[src/design/ascm_pkg.sv]
`timescale 1ns / 1ps
`default_nettype none

package ascm_pkg;

  // Field widths of one request and one result
  localparam int REQ_W     = 32;
  localparam int ALIGNED_W = 33;
  localparam int CLASS_W   = 8;
  localparam int BLOCKS_W  = 10;
  localparam int PAGES_W   = 20;

  // Page size and the largest request served from size classes
  localparam int PAGE_BITS       = 13;
  localparam int SMALL_MAX_BYTES = 262144;

  // Packed result word, lowest field first
  localparam int TDATA_OUT_W = 72;
  localparam int TUSER_OUT_W = 2;
  localparam int USER_LARGE  = 0;
  localparam int USER_ERROR  = 1;

  // Size tiers
  localparam int TIER_COUNT = 5;
  localparam int TIER_W     = 3;
  localparam int SHIFT_W    = 5;

  localparam logic [REQ_W-1:0] TIER_UPPER [TIER_COUNT] = '{
    32'd128, 32'd1024, 32'd8192, 32'd65536, 32'd262144
  };
  localparam logic [SHIFT_W-1:0] TIER_SHIFT [TIER_COUNT] = '{
    5'd3, 5'd4, 5'd7, 5'd10, 5'd13
  };
  localparam logic [CLASS_W-1:0] TIER_BASE [TIER_COUNT] = '{
    8'd0, 8'd16, 8'd72, 8'd128, 8'd184
  };

  // Multiple index within a tier: aligned >> shift, 1..64
  localparam int MULT_W  = 7;
  localparam int RECIP_W = 19;
  localparam int PROD_W  = BLOCKS_W + RECIP_W;

  localparam logic [BLOCKS_W-1:0] BLOCKS_MIN     = 10'd2;
  localparam logic [BLOCKS_W-1:0] BLOCKS_MAX     = 10'd512;
  localparam logic [PAGES_W-1:0]  PAGE_FIELD_MAX = 20'hFFFFF;

  // floor(SMALL_MAX_BYTES / (i + 1)); the span block count is this value
  // shifted right by the tier alignment shift, then clamped to its bounds
  localparam logic [RECIP_W-1:0] RECIP_TABLE [64] = '{
    19'(SMALL_MAX_BYTES / 1),  19'(SMALL_MAX_BYTES / 2),
    19'(SMALL_MAX_BYTES / 3),  19'(SMALL_MAX_BYTES / 4),
    19'(SMALL_MAX_BYTES / 5),  19'(SMALL_MAX_BYTES / 6),
    19'(SMALL_MAX_BYTES / 7),  19'(SMALL_MAX_BYTES / 8),
    19'(SMALL_MAX_BYTES / 9),  19'(SMALL_MAX_BYTES / 10),
    19'(SMALL_MAX_BYTES / 11), 19'(SMALL_MAX_BYTES / 12),
    19'(SMALL_MAX_BYTES / 13), 19'(SMALL_MAX_BYTES / 14),
    19'(SMALL_MAX_BYTES / 15), 19'(SMALL_MAX_BYTES / 16),
    19'(SMALL_MAX_BYTES / 17), 19'(SMALL_MAX_BYTES / 18),
    19'(SMALL_MAX_BYTES / 19), 19'(SMALL_MAX_BYTES / 20),
    19'(SMALL_MAX_BYTES / 21), 19'(SMALL_MAX_BYTES / 22),
    19'(SMALL_MAX_BYTES / 23), 19'(SMALL_MAX_BYTES / 24),
    19'(SMALL_MAX_BYTES / 25), 19'(SMALL_MAX_BYTES / 26),
    19'(SMALL_MAX_BYTES / 27), 19'(SMALL_MAX_BYTES / 28),
    19'(SMALL_MAX_BYTES / 29), 19'(SMALL_MAX_BYTES / 30),
    19'(SMALL_MAX_BYTES / 31), 19'(SMALL_MAX_BYTES / 32),
    19'(SMALL_MAX_BYTES / 33), 19'(SMALL_MAX_BYTES / 34),
    19'(SMALL_MAX_BYTES / 35), 19'(SMALL_MAX_BYTES / 36),
    19'(SMALL_MAX_BYTES / 37), 19'(SMALL_MAX_BYTES / 38),
    19'(SMALL_MAX_BYTES / 39), 19'(SMALL_MAX_BYTES / 40),
    19'(SMALL_MAX_BYTES / 41), 19'(SMALL_MAX_BYTES / 42),
    19'(SMALL_MAX_BYTES / 43), 19'(SMALL_MAX_BYTES / 44),
    19'(SMALL_MAX_BYTES / 45), 19'(SMALL_MAX_BYTES / 46),
    19'(SMALL_MAX_BYTES / 47), 19'(SMALL_MAX_BYTES / 48),
    19'(SMALL_MAX_BYTES / 49), 19'(SMALL_MAX_BYTES / 50),
    19'(SMALL_MAX_BYTES / 51), 19'(SMALL_MAX_BYTES / 52),
    19'(SMALL_MAX_BYTES / 53), 19'(SMALL_MAX_BYTES / 54),
    19'(SMALL_MAX_BYTES / 55), 19'(SMALL_MAX_BYTES / 56),
    19'(SMALL_MAX_BYTES / 57), 19'(SMALL_MAX_BYTES / 58),
    19'(SMALL_MAX_BYTES / 59), 19'(SMALL_MAX_BYTES / 60),
    19'(SMALL_MAX_BYTES / 61), 19'(SMALL_MAX_BYTES / 62),
    19'(SMALL_MAX_BYTES / 63), 19'(SMALL_MAX_BYTES / 64)
  };

  // Load enables for the back stages
  typedef struct packed {
    logic s3;
    logic s4;
  } stage_en_t;

endpackage

`default_nettype wire

[src/design/ascm_span.sv]
`timescale 1ns / 1ps
`default_nettype none

// Back half of the pipeline: class index, span block count, span page count
module ascm_span (
  input  wire                                  clk,
  input  ascm_pkg::stage_en_t                  en,
  input  wire  [ascm_pkg::ALIGNED_W-1:0]       aligned_i,
  input  wire  [ascm_pkg::TIER_W-1:0]          tier_i,
  input  wire  [ascm_pkg::SHIFT_W-1:0]         shift_i,
  input  wire                                  large_i,
  input  wire                                  error_i,
  output logic [ascm_pkg::ALIGNED_W-1:0]       aligned_o,
  output logic [ascm_pkg::CLASS_W-1:0]         class_o,
  output logic                                 large_o,
  output logic [ascm_pkg::BLOCKS_W-1:0]        blocks_o,
  output logic [ascm_pkg::PAGES_W-1:0]         pages_o,
  output logic                                 error_o
);

  // Stage 3 registers
  logic [ascm_pkg::ALIGNED_W-1:0] s3_aligned_r, s3_aligned_nxt;
  logic [ascm_pkg::CLASS_W-1:0]   s3_class_r, s3_class_nxt;
  logic [ascm_pkg::BLOCKS_W-1:0]  s3_blocks_r, s3_blocks_nxt;
  logic [ascm_pkg::PAGES_W-1:0]   s3_lpages_r, s3_lpages_nxt;
  logic                           s3_large_r, s3_error_r;

  // Stage 4 registers
  logic [ascm_pkg::ALIGNED_W-1:0] s4_aligned_r, s4_aligned_nxt;
  logic [ascm_pkg::CLASS_W-1:0]   s4_class_r, s4_class_nxt;
  logic [ascm_pkg::BLOCKS_W-1:0]  s4_blocks_r, s4_blocks_nxt;
  logic [ascm_pkg::PAGES_W-1:0]   s4_pages_r, s4_pages_nxt;
  logic                           s4_large_r, s4_error_r;

  logic [ascm_pkg::ALIGNED_W-1:0] mult_full;
  logic [ascm_pkg::MULT_W-1:0]    mult;
  logic [5:0]                     recip_idx;
  logic [ascm_pkg::RECIP_W-1:0]   blk_raw;
  logic [ascm_pkg::CLASS_W-1:0]   class_off;
  logic [ascm_pkg::ALIGNED_W-1:0] lpages_full;
  logic [ascm_pkg::PROD_W-1:0]    prod;
  logic [ascm_pkg::PROD_W-1:0]    span_pages;

  // Stage 3: multiple within the tier, class index, clamped block count
  always_comb begin
    mult_full = aligned_i >> shift_i;
    mult      = mult_full[ascm_pkg::MULT_W-1:0];
    recip_idx = 6'(mult - 7'd1);
    blk_raw   = ascm_pkg::RECIP_TABLE[recip_idx] >> shift_i;
    class_off = (tier_i == '0) ? 8'd1 : 8'd9;
    s3_class_nxt = ascm_pkg::TIER_BASE[tier_i] + {1'b0, mult} - class_off;
    if (blk_raw > 19'(ascm_pkg::BLOCKS_MAX)) begin
      s3_blocks_nxt = ascm_pkg::BLOCKS_MAX;
    end else if (blk_raw < 19'(ascm_pkg::BLOCKS_MIN)) begin
      s3_blocks_nxt = ascm_pkg::BLOCKS_MIN;
    end else begin
      s3_blocks_nxt = blk_raw[ascm_pkg::BLOCKS_W-1:0];
    end
    // Direct page count for a large request, saturated to the field
    lpages_full = aligned_i >> ascm_pkg::PAGE_BITS;
    if (lpages_full > 33'(ascm_pkg::PAGE_FIELD_MAX)) begin
      s3_lpages_nxt = ascm_pkg::PAGE_FIELD_MAX;
    end else begin
      s3_lpages_nxt = lpages_full[ascm_pkg::PAGES_W-1:0];
    end
    s3_aligned_nxt = aligned_i;
  end

  always_ff @(posedge clk) begin
    if (en.s3) begin
      s3_aligned_r <= s3_aligned_nxt;
      s3_class_r   <= s3_class_nxt;
      s3_blocks_r  <= s3_blocks_nxt;
      s3_lpages_r  <= s3_lpages_nxt;
      s3_large_r   <= large_i;
      s3_error_r   <= error_i;
    end
  end

  // Stage 4: span bytes to pages, then zero the fields that do not apply
  always_comb begin
    prod       = ascm_pkg::PROD_W'(s3_blocks_r) *
                 ascm_pkg::PROD_W'(s3_aligned_r[ascm_pkg::RECIP_W-1:0]);
    span_pages = prod >> ascm_pkg::PAGE_BITS;
    s4_aligned_nxt = s3_aligned_r;
    s4_class_nxt   = s3_class_r;
    s4_blocks_nxt  = s3_blocks_r;
    if (span_pages == '0) begin
      s4_pages_nxt = 20'd1;
    end else begin
      s4_pages_nxt = span_pages[ascm_pkg::PAGES_W-1:0];
    end
    if (s3_error_r) begin
      s4_aligned_nxt = '0;
      s4_class_nxt   = '0;
      s4_blocks_nxt  = '0;
      s4_pages_nxt   = '0;
    end else if (s3_large_r) begin
      s4_class_nxt  = '0;
      s4_blocks_nxt = '0;
      s4_pages_nxt  = s3_lpages_r;
    end
  end

  always_ff @(posedge clk) begin
    if (en.s4) begin
      s4_aligned_r <= s4_aligned_nxt;
      s4_class_r   <= s4_class_nxt;
      s4_blocks_r  <= s4_blocks_nxt;
      s4_pages_r   <= s4_pages_nxt;
      s4_large_r   <= s3_large_r & ~s3_error_r;
      s4_error_r   <= s3_error_r;
    end
  end

  assign aligned_o = s4_aligned_r;
  assign class_o   = s4_class_r;
  assign large_o   = s4_large_r;
  assign blocks_o  = s4_blocks_r;
  assign pages_o   = s4_pages_r;
  assign error_o   = s4_error_r;

endmodule

`default_nettype wire

[src/design/alloc_size_class_mapper_top.sv]
`timescale 1ns / 1ps
`default_nettype none

// Allocation size-class mapper.
// The in_ channel carries one requested size in bytes per item. The out_
// channel returns one result item per request: the size rounded up by its
// tier, or to whole pages when large, the size class index, the span block
// count and span page count for a small request, or the direct page count
// for a large one. Zero size is flagged in out_tuser and every other field
// is then zero. Four register stages (tier select, round-up add, reciprocal
// table and clamp, block-times-size multiply) lie between an accepted
// request and its result. One item per cycle is taken while out_tready does
// not hold the pipeline.
// Each stage loads when it is empty or the stage after it moves, so a
// stalled out_tready holds the last result and the pipeline fills behind
// it; in_tready drops only once all four stages hold items.
// Reset clears the stage valid bits; no item is in flight afterwards and
// there is no configuration and no state beyond the pipeline.
module alloc_size_class_mapper_top (
  input  wire                                  clk,
  input  wire                                  rst_n,
  input  wire                                  in_tvalid,
  output logic                                 in_tready,
  // [31:0] request_size
  input  wire  [ascm_pkg::REQ_W-1:0]           in_tdata,
  output logic                                 out_tvalid,
  input  wire                                  out_tready,
  // [32:0] aligned_size, [40:33] class_index, [50:41] block_count,
  // [70:51] page_count, [71] zero pad
  output logic [ascm_pkg::TDATA_OUT_W-1:0]     out_tdata,
  // [0] is_large, [1] size_error
  output logic [ascm_pkg::TUSER_OUT_W-1:0]     out_tuser
);

  // Stage valid bits and ready chain
  logic v1_r, v2_r, v3_r, v4_r;
  logic v1_nxt, v2_nxt, v3_nxt, v4_nxt;
  logic rdy1, rdy2, rdy3, rdy4;
  ascm_pkg::stage_en_t en;

  // Stage 1 payload
  logic [ascm_pkg::REQ_W-1:0]   s1_size_r;
  logic [ascm_pkg::TIER_W-1:0]  s1_tier_r, s1_tier_nxt;
  logic                         s1_large_r, s1_large_nxt;
  logic                         s1_error_r, s1_error_nxt;

  // Stage 2 payload
  logic [ascm_pkg::ALIGNED_W-1:0] s2_aligned_r, s2_aligned_nxt;
  logic [ascm_pkg::TIER_W-1:0]    s2_tier_r;
  logic [ascm_pkg::SHIFT_W-1:0]   s2_shift_r, s2_shift_nxt;
  logic                           s2_large_r, s2_error_r;
  logic [ascm_pkg::ALIGNED_W-1:0] s2_mask;

  // Result fields
  logic [ascm_pkg::ALIGNED_W-1:0] res_aligned;
  logic [ascm_pkg::CLASS_W-1:0]   res_class;
  logic                           res_large;
  logic [ascm_pkg::BLOCKS_W-1:0]  res_blocks;
  logic [ascm_pkg::PAGES_W-1:0]   res_pages;
  logic                           res_error;

  // Advance a stage when it is empty or its contents move on
  always_comb begin
    rdy4 = !v4_r || out_tready;
    rdy3 = !v3_r || rdy4;
    rdy2 = !v2_r || rdy3;
    rdy1 = !v1_r || rdy2;
    v1_nxt = rdy1 ? in_tvalid : v1_r;
    v2_nxt = rdy2 ? v1_r : v2_r;
    v3_nxt = rdy3 ? v2_r : v3_r;
    v4_nxt = rdy4 ? v3_r : v4_r;
    en.s3 = rdy3;
    en.s4 = rdy4;
  end

  always_ff @(posedge clk) begin
    if (!rst_n) begin
      v1_r <= 1'b0;
      v2_r <= 1'b0;
      v3_r <= 1'b0;
      v4_r <= 1'b0;
    end else begin
      v1_r <= v1_nxt;
      v2_r <= v2_nxt;
      v3_r <= v3_nxt;
      v4_r <= v4_nxt;
    end
  end

  // Stage 1: classify the request and pick its tier
  always_comb begin
    s1_error_nxt = (in_tdata == '0);
    s1_large_nxt = (in_tdata > 32'(ascm_pkg::SMALL_MAX_BYTES));
    s1_tier_nxt  = 3'(ascm_pkg::TIER_COUNT - 1);
    for (int i = ascm_pkg::TIER_COUNT - 1; i >= 0; i--) begin
      if (in_tdata <= ascm_pkg::TIER_UPPER[i]) begin
        s1_tier_nxt = 3'(i);
      end
    end
  end

  always_ff @(posedge clk) begin
    if (rdy1) begin
      s1_size_r  <= in_tdata;
      s1_tier_r  <= s1_tier_nxt;
      s1_large_r <= s1_large_nxt;
      s1_error_r <= s1_error_nxt;
    end
  end

  // Stage 2: round up to the tier alignment, or to whole pages when large
  always_comb begin
    s2_shift_nxt = s1_large_r ? 5'(ascm_pkg::PAGE_BITS) : ascm_pkg::TIER_SHIFT[s1_tier_r];
    s2_mask      = (33'd1 << s2_shift_nxt) - 33'd1;
    s2_aligned_nxt = ({1'b0, s1_size_r} + s2_mask) & ~s2_mask;
  end

  always_ff @(posedge clk) begin
    if (rdy2) begin
      s2_aligned_r <= s2_aligned_nxt;
      s2_tier_r    <= s1_tier_r;
      s2_shift_r   <= s2_shift_nxt;
      s2_large_r   <= s1_large_r;
      s2_error_r   <= s1_error_r;
    end
  end

  // Stages 3 and 4
  ascm_span u_span (
    .clk       (clk),
    .en        (en),
    .aligned_i (s2_aligned_r),
    .tier_i    (s2_tier_r),
    .shift_i   (s2_shift_r),
    .large_i   (s2_large_r),
    .error_i   (s2_error_r),
    .aligned_o (res_aligned),
    .class_o   (res_class),
    .large_o   (res_large),
    .blocks_o  (res_blocks),
    .pages_o   (res_pages),
    .error_o   (res_error)
  );

  // Pack the result item
  assign in_tready  = rdy1;
  assign out_tvalid = v4_r;
  assign out_tdata  = {1'b0, res_pages, res_blocks, res_class, res_aligned};
  assign out_tuser  = {res_error, res_large};

  // Checks on the result fields and the ready chain
  a_error_zero: assert property (@(posedge clk) disable iff (!rst_n)
    out_tvalid && out_tuser[ascm_pkg::USER_ERROR] |-> out_tdata == '0)
    else $error("zero-size result carries nonzero fields");

  a_large_no_class: assert property (@(posedge clk) disable iff (!rst_n)
    out_tvalid && out_tuser[ascm_pkg::USER_LARGE] |-> out_tdata[50:33] == '0)
    else $error("large result carries class or block count");

  a_small_span: assert property (@(posedge clk) disable iff (!rst_n)
    out_tvalid && out_tuser == '0 |->
      res_blocks >= ascm_pkg::BLOCKS_MIN && res_blocks <= ascm_pkg::BLOCKS_MAX &&
      res_pages != '0)
    else $error("small result span out of range");

  a_flags_exclusive: assert property (@(posedge clk) disable iff (!rst_n)
    out_tvalid |-> !(out_tuser[ascm_pkg::USER_ERROR] && out_tuser[ascm_pkg::USER_LARGE]))
    else $error("result flagged both large and zero size");

  a_no_stall_ready: assert property (@(posedge clk) disable iff (!rst_n)
    out_tready |-> in_tready)
    else $error("input stalled while output drains");

endmodule

`default_nettype wire
[config.mk]
export PLATFORM = sky130hd
export DESIGN_NAME = alloc_size_class_mapper_top
export DESIGN_NICKNAME = d
export VERILOG_FILES = /design/src/design/ascm_pkg.sv /design/src/design/ascm_span.sv /design/src/design/alloc_size_class_mapper_top.sv
export SDC_FILE = /design/constraint.sdc
export NUM_CORES = 1
export LEC_CHECK = 0
export BUFFER_PORTS_ARGS = -buffer_cell sky130_fd_sc_hd__buf_2
export CAP_MARGIN = 20
export CORE_MARGIN = 4
export CORE_UTILIZATION = 52
export DETAILED_ROUTE_END_ITERATION = 8
export PLACE_DENSITY = 0.72
export SETUP_SLACK_MARGIN = 0.2
export SYNTH_ARGS = -nofsm -noshare
export SYNTH_HDL_FRONTEND = slang
export SYNTH_SLANG_ARGS = --single-unit
[constraint.sdc]
create_clock -name clk -period 6.4 [get_ports clk]
set_clock_uncertainty 0.2 [all_clocks]
set_input_delay 0.32 -clock clk [delete_from_list [all_inputs] [get_ports clk]]
set_output_delay 0.32 -clock clk [all_outputs]
set_load 0.01 [all_outputs]
# Word level (Yosys, flattened, before mapping)
# Memories as Yosys holds them, arrays and structs flattened.
# Cells that the tools add are included.
dict set report word_totals {
  reg_bits 230
  mem_bits_ro 1320
  input_bits 36
  out_inout_bits 76
  elab_cells 87
  memories 3
}
# name words width read_ports rd_clocked_by_memory_dff write_ports line_no
set memory_table {}
lappend memory_table {{(no name shown)} 64 19 1 0 0 ascm_span.sv:49} ;# blk_raw = ascm_pkg::RECIP_TABLE[recip_idx] >> shift_i;
lappend memory_table {{(no name shown)} 8 8 1 0 0 ascm_span.sv:51} ;# s3_class_nxt = ascm_pkg::TIER_BASE[tier_i] + {1'b0, mult} - class_off;
lappend memory_table {{(no name shown)} 8 5 1 0 0 alloc_size_class_mapper_top.sv:113} ;# s2_shift_nxt = s1_large_r ? 5'(ascm_pkg::PAGE_BITS) : ascm_pkg::TIER_SHIFT[s1_tier_r];
dict set report classes {
  n_addsub 5
  multipliers 1
  order_cmp 11
  n_shift 3
  n_mux 14
  bitwise 7
  n_reduce_logical 15
}
# op n
set op_table {}
lappend op_table {{$mux 19} 2}
lappend op_table {{$add 32x33->33} 1}
lappend op_table {{$and 33x33->33} 1}
lappend op_table {{$not 33->33} 1}
lappend op_table {{$shl 1x5->33 const A} 1}
lappend op_table {{$shr 33x5->7} 1}
lappend op_table {{$sub 33x1->33 const B} 1}
lappend op_table {{$gt 32x19->1 const B} 1}
lappend op_table {{$le 32x11->1 const B} 1}
lappend op_table {{$le 32x14->1 const B} 1}
lappend op_table {{$le 32x17->1 const B} 1}
lappend op_table {{$le 32x8->1 const B} 1}
lappend op_table {{$logic_not 32->1} 1}
lappend op_table {{$logic_not 29->1} 1}
lappend op_table {{$mul 10x19->29} 1}
lappend op_table {{$gt 20x20->1 const B} 1}
lappend op_table {{$mux 20} 1}
lappend op_table {{$gt 19x10->1 const B} 1}
lappend op_table {{$lt 19x2->1 const B} 1}
lappend op_table {{$shr 19x5->19} 1}
lappend op_table {{$mux 16} 1}
lappend op_table {{$mux 8} 2}
lappend op_table {{$mux 5} 3}
lappend op_table {{$mux 10} 1}
lappend op_table {{18 further kinds} 28}

# Logic depth before layout (Yosys ltp)
# Gate-level depths: netlist of the first run.
dict set report logic_depth {
  ltp_word 9
  mapped_depth 25
}

# By module
# From an unflattened synthesis of the first run, not the netlist that was laid out.
dict set report unflattened {
  cells_unflattened 2090
  hier_area_um2 20787.4
}
# mod n_inst cells_each area_per_inst_um2 seq_area_each_um2
set modules_own_cells {}
lappend modules_own_cells {ascm_span 1 1629 15929.0 4384.2}
lappend modules_own_cells {alloc_size_class_mapper_top 1 461 4858.4 2452.4}

# Worst setup path before layout of the first run
# Ideal clock, no wire load.
dict set report synth_timing {
  kind {reg2reg}
  start {reg s2_shift_r[0] (netlist name)}
  end {reg u_span.s3_blocks_r[1] (netlist name), data pin}
  arrival_time_ps 6091
  required_time_ps 6053
  setup_slack_ps -38
  stages_incl_launch_ff 24
  synth_period_minus_slack_ps 6438
  path_cell_list {edfxtp_1 > buf_6 > buf_6 > mux4_2 > mux2_2 > mux2i_1 > ha_1 > clkbuf_1 > clkinv_1 > ha_1 > clkinv_1 > clkbuf_1 > ha_1 > a2111oi_0 > a31oi_1 > a211oi_1 > o21ai_0 > o31ai_1 > mux4_2 > o21ai_0 > o32a_1 > buf_6 > nor4b_2 > o2bb2ai_1}
}
dict set report synth_between {
  elab_chain_len 9
}
# element line_no
set synth_lines {}
lappend synth_lines {{start: declaration} alloc_size_class_mapper_top.sv:50} ;# logic [ascm_pkg::SHIFT_W-1:0] s2_shift_r, s2_shift_nxt;
lappend synth_lines {{start signal: assignment} alloc_size_class_mapper_top.sv:122} ;# s2_shift_r <= s2_shift_nxt;
lappend synth_lines {{$shr 33x5->7} ascm_span.sv:46} ;# mult_full = aligned_i >> shift_i;
lappend synth_lines {{$sub 6x1->6} ascm_span.sv:48} ;# recip_idx = 6'(mult - 7'd1);
lappend synth_lines {{$not 6->7 (implied by the code)} ascm_span.sv:49}
lappend synth_lines {{$mem_v2 64x19} --}
lappend synth_lines {{$mux 19 (implied by the code) (2 in a row)} ascm_span.sv:49}
lappend synth_lines {{$shr 19x5->19 (*)} ascm_span.sv:49}
lappend synth_lines {{$lt 19x2->1} ascm_span.sv:54} ;# end else if (blk_raw < 19'(ascm_pkg::BLOCKS_MIN)) begin
lappend synth_lines {{$mux 10} ascm_span.sv:54}
lappend synth_lines {{end signal: assignment} ascm_span.sv:73} ;# s3_blocks_r <= s3_blocks_nxt;
lappend synth_lines {{end: declaration} ascm_span.sv:24} ;# logic [ascm_pkg::BLOCKS_W-1:0] s3_blocks_r, s3_blocks_nxt;
# Every way passes the cells marked *; elsewhere a longest branch is shown, timed or not. The select of a mux whose other input is x is not followed.
# A chain may end at the register's enable or synchronous reset.

# Final worst setup path of the first run
dict set report layout_timing {
  start {reg u_span.s3_aligned_r[8] (netlist name)}
  end {reg u_span.s4_pages_r (netlist bit u_span.pages_o[0]), data pin}
}
dict set report layout_between {
  elab_chain_len 4
}
# element line_no
set layout_lines {}
lappend layout_lines {{start: declaration} ascm_span.sv:22} ;# logic [ascm_pkg::ALIGNED_W-1:0] s3_aligned_r, s3_aligned_nxt;
lappend layout_lines {{start signal: assignment} ascm_span.sv:71} ;# s3_aligned_r <= s3_aligned_nxt;
lappend layout_lines {{$mul 10x19->29 (*)} ascm_span.sv:82} ;# prod = ascm_pkg::PROD_W'(s3_blocks_r) *
lappend layout_lines {{$logic_not 29->1} ascm_span.sv:88} ;# if (span_pages == '0) begin
lappend layout_lines {{$mux 16 (*)} ascm_span.sv:88}
lappend layout_lines {{$mux 20 (*)} ascm_span.sv:98} ;# end else if (s3_large_r) begin
lappend layout_lines {{end signal: assignment} ascm_span.sv:110} ;# s4_pages_r <= s4_pages_nxt;
lappend layout_lines {{end: declaration} ascm_span.sv:32} ;# logic [ascm_pkg::PAGES_W-1:0] s4_pages_r, s4_pages_nxt;
# Every way passes the cells marked *; elsewhere a longest branch is shown, timed or not.

==> flow_results.xml, run 1 <==
<?xml version="1.0" encoding="UTF-8"?>
<metrics>
  <group name="critical_path">
    <metric name="path_cells" unit="">buf_6 &gt; buf_4 &gt; nand2_1 &gt; fa_1 &gt; inv_1 &gt; fa_1 &gt; fa_1 &gt; fa_1 &gt; fa_1 &gt; ha_1 &gt; a21o_1 &gt; a21o_1 &gt; a21oi_2 &gt; nand2_2 &gt; a21oi_4 &gt; o31ai_4 &gt; and2_4 &gt; o21a_4 &gt; o31ai_4 &gt; nand3_2 &gt; nor4_4 &gt; a41o_1</metric>
    <metric name="critical_path_class" unit="">flip-flop to flip-flop</metric>
    <metric name="crit_path_start_kind" unit="">flip-flop</metric>
    <metric name="crit_path_frequent_cell" unit="">fa_1</metric>
    <metric name="worst_setup_path_end_kind" unit="">flip-flop</metric>
    <metric name="crit_required" unit="ps">6610</metric>
    <metric name="critical_path.max_fanout" unit="">4</metric>
    <metric name="cp.arrival" unit="ps">6270</metric>
    <metric name="timing.critical_path.slowest_stage_cell" unit="">fa_1</metric>
    <metric name="worst-path-buf-inv" unit="">3</metric>
    <metric name="critPathTopFamily" unit="">adder cells</metric>
    <metric name="critical_path.max_stage_delay" unit="ps">520</metric>
  </group>
  <group name="job">
    <metric name="maxCapViolCount" unit="">0</metric>
  </group>
  <group name="yosys">
    <metric name="synth-async-reset-ratio" unit="%">0</metric>
    <metric name="yosys_most_used_dff" unit="">edfxtp_1</metric>
    <metric name="yosysWarnings" unit="">0</metric>
    <metric name="synth_top_area_share" unit="%">35.1</metric>
    <metric name="synthCells" unit="">1864</metric>
    <metric name="yosys.cell_count.top_type" unit="">edfxtp_1</metric>
    <metric name="yosys-top-cells-area" unit="">edfxtp_1 35%, fa_1 14%, ha_1 7.7%, and2_1 4.4%, nand2_1 3.4%</metric>
    <metric name="synthDominantAreaCellType" unit="">edfxtp_1</metric>
    <metric name="sequential_to_total_area_share_from_yosys_stat" unit="%">35.5</metric>
    <metric name="commonest_cells_in_the_netlist" unit="">225 x edfxtp_1, 175 x nand2_1, 138 x inv_1</metric>
    <metric name="ys_types" unit="">95</metric>
    <metric name="syn_avg_cell_area" unit="sq um">10.3</metric>
    <metric name="synth_area" unit="sq mm">0.0193</metric>
    <metric name="synth_edf_count" unit="">225</metric>
    <metric name="synth_seq_cells" unit="">229</metric>
  </group>
  <group name="global_routing">
    <metric name="first_global_vias" unit="">14700</metric>
    <metric name="grt_pass1_wl" unit="mm">78.9</metric>
    <metric name="antenna_found_initial" unit="">0</metric>
    <metric name="grt_start_max_net_pins" unit="">70</metric>
    <metric name="grt_remaining_overflow" unit="">0</metric>
    <metric name="grtUsageTotal" unit="%">23.8</metric>
  </group>
  <group name="floorplanning">
    <metric name="io-pin-count" unit="">112</metric>
    <metric name="floorplan.initialDensity" unit="%">52.6</metric>
    <metric name="dieArea" unit="sq mm">0.0402</metric>
    <metric name="floorplan.core_area" unit="sq mm">0.0366</metric>
    <metric name="die_height" unit="um">201</metric>
    <metric name="placementRows" unit="">70</metric>
    <metric name="die_width" unit="um">201</metric>
  </group>
  <group name="timing">
    <metric name="worst_slew_margin_rel" unit="%">33.0</metric>
    <metric name="post-route-period-util" unit="%">94.6</metric>
    <metric name="final_setup_tns" unit="ps">0</metric>
    <metric name="grt_setup_unrepaired" unit="">false</metric>
    <metric name="setup_viol" unit="">0</metric>
    <metric name="timing_worst_slew_pin_value" unit="ps">1000</metric>
    <metric name="report.final.hold_viol_count" unit="">0</metric>
    <metric name="clock.fmax" unit="MHz">165</metric>
    <metric name="finalCriticalPeriod" unit="ps">6050</metric>
    <metric name="slew_violations" unit="">0</metric>
  </group>
  <group name="status">
    <metric name="status" unit="">finished, final reports clean</metric>
  </group>
  <group name="power">
    <metric name="power_density" unit="mW/mm^2">203</metric>
    <metric name="maximum_vdd_ir_drop" unit="uV">202</metric>
    <metric name="total_power" unit="mW">4.55</metric>
    <metric name="leakage" unit="nW">10.2</metric>
  </group>
  <group name="placement">
    <metric name="place.gp.congestion" unit="">0.988</metric>
    <metric name="detailed_place.area" unit="sq mm">0.0206</metric>
    <metric name="dp_hpwl" unit="mm">37.1</metric>
    <metric name="port_buffers" unit="">110</metric>
  </group>
  <group name="route">
    <metric name="detail_route.wirelength" unit="mm">49.1</metric>
    <metric name="wire_per_inst" unit="um">19.4</metric>
    <metric name="drt-pass1-iter-count" unit="">6</metric>
    <metric name="wl_met3" unit="mm">3.56</metric>
    <metric name="route.met2.wl" unit="mm">22.8</metric>
    <metric name="drt-vias-per-instance" unit="">5.85</metric>
    <metric name="highest-signal-layer" unit="">met4</metric>
    <metric name="initialDrtViolationCount" unit="">1249</metric>
    <metric name="ant_nets" unit="">0</metric>
    <metric name="vias" unit="">14800</metric>
    <metric name="drt-met1-wl" unit="mm">21.4</metric>
    <metric name="detail_route.drc_violations" unit="">0</metric>
  </group>
  <group name="cts">
    <metric name="htreeDepth" unit="">1</metric>
    <metric name="cts-buffers-inserted" unit="">26</metric>
    <metric name="clock_path_buffers" unit="">3</metric>
    <metric name="clk-insertion-delay-late" unit="ps">550</metric>
    <metric name="cts_num_sinks" unit="">229</metric>
    <metric name="cts.clk_slew.worst_paths" unit="ps">60</metric>
    <metric name="cts_root_buf" unit="">clkbuf_16</metric>
    <metric name="clock_tree_from_tritoncts" unit="">built</metric>
  </group>
  <group name="finish">
    <metric name="fin_area" unit="sq mm">0.0224</metric>
    <metric name="utilization" unit="%">61.3</metric>
    <metric name="fin_nets" unit="">2334</metric>
    <metric name="antenna-diode-count" unit="">0</metric>
    <metric name="post_route_cells_drive_above_1_share" unit="%">19.6</metric>
    <metric name="syn_to_final_growth" unit="%">16.4</metric>
  </group>
  <group name="min_path">
    <metric name="timing.hold.worst.class" unit="">flip-flop to flip-flop</metric>
  </group>
</metrics>
[through the flow]
step,setup slack [ps],hold WS (ps),std cells
6_report,347,218,2530
3_5_place_dp,-196,205,2409
2_1_floorplan,223,200,1871
4_1_cts,231,219,2508
3_3_place_gp,14.6,203,2409
5_1_grt,149,236,2530
[worst reg2reg max path, stage by stage (launching register included)]
cell and delay, ps:
edfxtp_1 470, buf_6 140, buf_4 120, nand2_1 70, fa_1 500, inv_1 60, fa_1 520, fa_1 440
fa_1 490, fa_1 430, ha_1 330, a21o_1 170, a21o_1 190, a21oi_2 150, nand2_2 80, a21oi_4 230
o31ai_4 110, and2_4 190, o21a_4 200, o31ai_4 260, nand3_2 130, nor4_4 240, a41o_1 200
[final timing paths]
path | cells past startpoint | start | end | slack (ps)
max reg2reg | 22 | u_span.s3_aligned_r[8] | u_span.pages_o[0] | 350
max | 22 | u_span.s3_aligned_r[8] | u_span.pages_o[0] | 350
min reg2reg | 0 | s1_error_r | s2_error_r | 220
min | 0 | s1_error_r | s2_error_r | 220
[logic make-up after synthesis]
kind of cell / after synthesis / synth area share (%)
other cells: 1 / 0.0195
mux: 66 / 4.83
flops: 229 / 35.5
fa+ha+maj: 255 / 21.9
simple gates: 636 / 17.1
buf+inv: 270 / 5.69
xor+xnor: 44 / 2.00
compound gates: 363 / 13.1
[report_power, final]
group	total, mW	internal, mW	switching (mW)
Clock	1.58	0.960	0.616
Sequential	1.84	1.77	0.0710
Combinational	1.13	0.463	0.662
[flip-flops by register name (all words and copies together), names as in the netlist, 10 cells and up]
signal               flops
s2_aligned_r            33
u_span.aligned_o        33
u_span.s3_aligned_r     33
s1_size_r               32
u_span.pages_o          20
u_span.s3_lpages_r      20
u_span.blocks_o         10
u_span.s3_blocks_r      10
[layout by cell type, fill, tap and decap left out, drive strengths merged, types with 21 or more instances in the layout]
cell | netlist | layout
buf | 26 | 233
edfxtp | 225 | 225
nand2 | 176 | 176
inv | 140 | 143
fa | 136 | 136
and2 | 134 | 134
ha | 119 | 119
nor2 | 104 | 104
o21ai | 82 | 82
a21oi | 72 | 72
nor2b | 57 | 57
nor3 | 46 | 46
dlygate4sd3 | 0 | 36
nand3 | 32 | 32
clkbuf | 99 | 28
xnor2 | 27 | 27
mux2 | 26 | 26
a21o | 21 | 21
mux2i | 21 | 21
[cell type report]
cell class                      count  area, sq um
Inverter                          145          551
Tap cell                          468          586
Timing Repair Buffer              269         1890
Sequential cell                   229         6840
Fill cell                        2954        14200
Multi-Input combinational cell   1372        11600
Clock inverter                     19          268
Clock buffer                       28          658
[metal layers]
metal | vias up | track usage (%)
li1 | 6926 | -
met1 | 7185 | 33.8
met2 | 581 | 38.3
met3 | 96 | 4.25
met4 | 0 | 5.90
met5 | - | 0
[what timing repair did]
action	CTS	global route
pin swaps	0	21
resized for setup	7	61
hold endpoints to repair	40	0
buffers inserted	16	22
setup endpoints to repair	9	18
hold buffers	36	0
(Power assumes the default switching activity.)
==> run 2: changes to the inputs <==
SYNTH_HIERARCHICAL = 1   (was default)
==> run 2 against run 1 <==
Net effect:
- area after synthesis up 7.9%
- synthesized cell count up 12%
- cell count up 11%
- first-iteration DRC count up 53%
- non-clock buffer count up 27
- core utilization up 0.30 points
- sequential share of layout area down 2.1 points
- sequential cell count unchanged
- sequential power about the same
- critical path depth unchanged
- fmax up 0.58%
- highest routed layer is now met5
==> flow_results.xml, run 2 <==
<?xml version="1.0" encoding="UTF-8"?>
<metrics>
  <group name="critical_path">
    <metric name="worst-path-buf-inv" unit="">2</metric>
    <metric name="crit_required" unit="ps">6460</metric>
    <metric name="cp.arrival" unit="ps">6080</metric>
    <metric name="critPathTopFamily" unit="">adder cells</metric>
    <metric name="critical_path_class" unit="">flip-flop to flip-flop</metric>
    <metric name="crit_path_start_kind" unit="">flip-flop</metric>
    <metric name="timing.critical_path.slowest_stage_cell" unit="">fa_1</metric>
    <metric name="critical_path.max_fanout" unit="">5</metric>
    <metric name="path_cells" unit="">and2_4 &gt; fa_1 &gt; fa_1 &gt; fa_1 &gt; fa_1 &gt; inv_1 &gt; fa_1 &gt; inv_1 &gt; ha_4 &gt; a21o_1 &gt; a21o_1 &gt; a21o_1 &gt; a21oi_1 &gt; o21bai_1 &gt; a21o_1 &gt; a21oi_2 &gt; nand3_2 &gt; a211oi_2 &gt; o21bai_1 &gt; a21oi_1 &gt; xnor2_1 &gt; o31ai_1</metric>
    <metric name="worst_setup_path_end_kind" unit="">flip-flop</metric>
    <metric name="crit_path_frequent_cell" unit="">fa_1</metric>
    <metric name="critical_path.max_stage_delay" unit="ps">530</metric>
    <metric name="r2r_cells" unit="">22</metric>
    <metric name="cell_depth_of_the_worst_setup_path" unit="">22</metric>
  </group>
  <group name="yosys">
    <metric name="yosys.cell_count.top_type" unit="">edfxtp_1</metric>
    <metric name="synth_seq_cells" unit="">229</metric>
    <metric name="synth_edf_count" unit="">225</metric>
    <metric name="sequential_to_total_area_share_from_yosys_stat" unit="%">32.9</metric>
    <metric name="yosys-top-cells-area" unit="">edfxtp_1 33%, fa_1 13%, ha_1 6.9%, and2_1 4.0%, nand2_1 3.5%</metric>
    <metric name="syn_avg_cell_area" unit="sq um">9.95</metric>
    <metric name="synth-async-reset-ratio" unit="%">0</metric>
    <metric name="synth_area" unit="sq mm">0.0208</metric>
    <metric name="commonest_cells_in_the_netlist" unit="">225 x edfxtp_1, 196 x nand2_1, 148 x inv_1</metric>
    <metric name="yosysWarnings" unit="">6</metric>
    <metric name="yosys_most_used_dff" unit="">edfxtp_1</metric>
    <metric name="synthCells" unit="">2090</metric>
    <metric name="synthDominantAreaCellType" unit="">edfxtp_1</metric>
    <metric name="synth_top_area_share" unit="%">32.5</metric>
    <metric name="ys_types" unit="">112</metric>
  </group>
  <group name="cts">
    <metric name="cts-buffers-inserted" unit="">25</metric>
    <metric name="clk-insertion-delay-late" unit="ps">550</metric>
    <metric name="clock_tree_from_tritoncts" unit="">built</metric>
    <metric name="cts_root_buf" unit="">clkbuf_16</metric>
    <metric name="cts.clk_slew.worst_paths" unit="ps">70</metric>
    <metric name="cts_num_sinks" unit="">229</metric>
    <metric name="htreeDepth" unit="">1</metric>
    <metric name="clock_path_buffers" unit="">3</metric>
  </group>
  <group name="route">
    <metric name="drt-pass1-iter-count" unit="">6</metric>
    <metric name="ant_nets" unit="">0</metric>
    <metric name="wire_per_inst" unit="um">21.6</metric>
    <metric name="vias" unit="">17300</metric>
    <metric name="initialDrtViolationCount" unit="">1905</metric>
    <metric name="detail_route.wirelength" unit="mm">61.0</metric>
    <metric name="drt-vias-per-instance" unit="">6.13</metric>
    <metric name="detail_route.drc_violations" unit="">0</metric>
  </group>
  <group name="timing">
    <metric name="slew_violations" unit="">0</metric>
    <metric name="post-route-period-util" unit="%">94.0</metric>
    <metric name="worst_slew_margin_rel" unit="%">30.6</metric>
    <metric name="grt_setup_unrepaired" unit="">false</metric>
    <metric name="final_setup_tns" unit="ps">0</metric>
    <metric name="clock.fmax" unit="MHz">166</metric>
    <metric name="report.final.hold_viol_count" unit="">0</metric>
    <metric name="setup_viol" unit="">0</metric>
    <metric name="finalCriticalPeriod" unit="ps">6020</metric>
    <metric name="timing_worst_slew_pin_value" unit="ps">1040</metric>
  </group>
  <group name="floorplanning">
    <metric name="placementRows" unit="">72</metric>
    <metric name="dieArea" unit="sq mm">0.0432</metric>
    <metric name="io-pin-count" unit="">112</metric>
    <metric name="floorplan.core_area" unit="sq mm">0.0391</metric>
    <metric name="die_width" unit="um">208</metric>
    <metric name="floorplan.initialDensity" unit="%">53.2</metric>
    <metric name="die_height" unit="um">208</metric>
  </group>
  <group name="power">
    <metric name="maximum_vdd_ir_drop" unit="uV">203</metric>
    <metric name="part_of_the_power_in_registers" unit="%">39.1</metric>
    <metric name="clkPwrFrac" unit="%">30.6</metric>
    <metric name="power_density" unit="mW/mm^2">193</metric>
    <metric name="total_power" unit="mW">4.66</metric>
    <metric name="power.combinational.fraction" unit="%">30.4</metric>
    <metric name="power.net_switching" unit="mW">1.50</metric>
    <metric name="switching_share" unit="%">32.1</metric>
    <metric name="leakage" unit="nW">10.7</metric>
    <metric name="p_int" unit="mW">3.16</metric>
  </group>
  <group name="finish">
    <metric name="mostFrequentLayoutCells" unit="">225 x edfxtp_1, 193 x nand2_1, 147 x inv_1, 143 x nor2_1, 138 x buf_4</metric>
    <metric name="nFillCells" unit="">3271</metric>
    <metric name="post_route_cells_drive_above_1_share" unit="%">19.4</metric>
    <metric name="layout.area.seq" unit="sq mm">0.00684</metric>
    <metric name="syn_to_final_growth" unit="%">15.8</metric>
    <metric name="multi_input_area" unit="sq mm">0.0131</metric>
    <metric name="finish.cell_count_without_fillers" unit="">2818</metric>
    <metric name="final_common_cell" unit="">edfxtp_1</metric>
    <metric name="fin_nets" unit="">2569</metric>
    <metric name="antenna-diode-count" unit="">0</metric>
  </group>
  <group name="global_routing">
    <metric name="grt_start_max_net_pins" unit="">74</metric>
    <metric name="grt_pass1_wl" unit="mm">96.0</metric>
    <metric name="grt_remaining_overflow" unit="">0</metric>
    <metric name="grtUsageTotal" unit="%">27.4</metric>
    <metric name="antenna_found_initial" unit="">1</metric>
    <metric name="first_global_vias" unit="">17200</metric>
  </group>
  <group name="status">
    <metric name="status" unit="">finished, final reports clean</metric>
  </group>
  <group name="placement">
    <metric name="port_buffers" unit="">110</metric>
    <metric name="dp_hpwl" unit="mm">46.0</metric>
    <metric name="place.gp.congestion" unit="">1.00</metric>
    <metric name="place.detailed.instances" unit="">2720</metric>
  </group>
  <group name="min_path">
    <metric name="timing.hold.worst.class" unit="">flip-flop to flip-flop</metric>
    <metric name="hold_depth" unit="">0</metric>
  </group>
  <group name="job">
    <metric name="maxCapViolCount" unit="">0</metric>
  </group>
</metrics>
## run 2: final timing paths
path,startpoint,to,slack [ps]
setup / recovery,u_span/s3_aligned_r[12],u_span/pages_o[15],380
hold / removal,s2_error_r,u_span/s3_error_r,220
setup reg to reg,u_span/s3_aligned_r[12],u_span/pages_o[15],380
hold reg to reg,s2_error_r,u_span/s3_error_r,220
## run 2: metal layers
metal,routed length [um],GRT usage (%),up-vias
met5,27,0,-
met3,4350,4.26,154
li1,-,-,7850
met4,2250,8.58,4
met1,25800,37.8,8508
met2,28600,44.8,761
## run 2: cells by family after synthesis
kind of cell | share of synthesized area [%]
XOR/XNOR | 2.43
flip-flops | 32.9
buffers and inverters | 5.87
adder cells (fa/ha/maj) | 20.1
AO/OA/AOI/OAI | 15.8
AND/OR/NAND/NOR | 17.6
other | 0.0180
multiplexers | 5.33
## run 2: worst register-to-register path, delay by kind of cell (launching register included)
kind / cells / cell delay [ps]
adder cells (fa/ha/maj): 6 / 2750
AO/OA/AOI/OAI: 11 / 1690
flip-flops: 1 / 450
AND/OR/NAND/NOR: 2 / 360
XOR/XNOR: 1 / 180
buffers and inverters: 2 / 110
## run 2: what timing repair did
item	in CTS	in global routing
cloned	0	1
resized for setup	9	59
endpoints found under the setup margin	12	18
pin swaps	5	39
buffers inserted	1	16
hold endpoints to repair	41	0
hold buffers	35	0
## run 2: layout make-up
cell class / instances / share of cell area [%]
timing repair buffer: 296 / 8.75
sequential: 229 / 28.4
multi-input combinational: 1572 / 54.3
clock inverter: 8 / 0.483
tap: 518 / 2.69
clock buffer: 37 / 2.91
inverter: 158 / 2.47
## run 2: per-stage QoR
stage / hold WS [ps] / utilization, % / setup WS, ps / area (sq um)
2_1_floorplan: 200 / - / 129 / 20800
3_3_place_gp: 205 / 57.4 / 46.5 / 22500
3_5_place_dp: 210 / 57.4 / 101 / 22500
4_1_cts: 226 / 60.5 / 207 / 23700
5_1_grt: 241 / 61.6 / 120 / 24100
6_report: 222 / 61.6 / 382 / 24100
## run 2: power groups by stage
| stage | Sequential, mW | Clock, mW | Combinational, mW |
|---|---|---|---|
| 6_report | 1.82 | 1.42 | 1.41 |
| 5_1_grt | 1.83 | 1.52 | 1.53 |
| 4_1_cts | 1.82 | 1.45 | 1.34 |
| 3_5_place_dp | 1.85 | 0 | 1.30 |
| 3_3_place_gp | 1.85 | 0 | 1.31 |
| 2_1_floorplan | 1.83 | 0 | 0.834 |
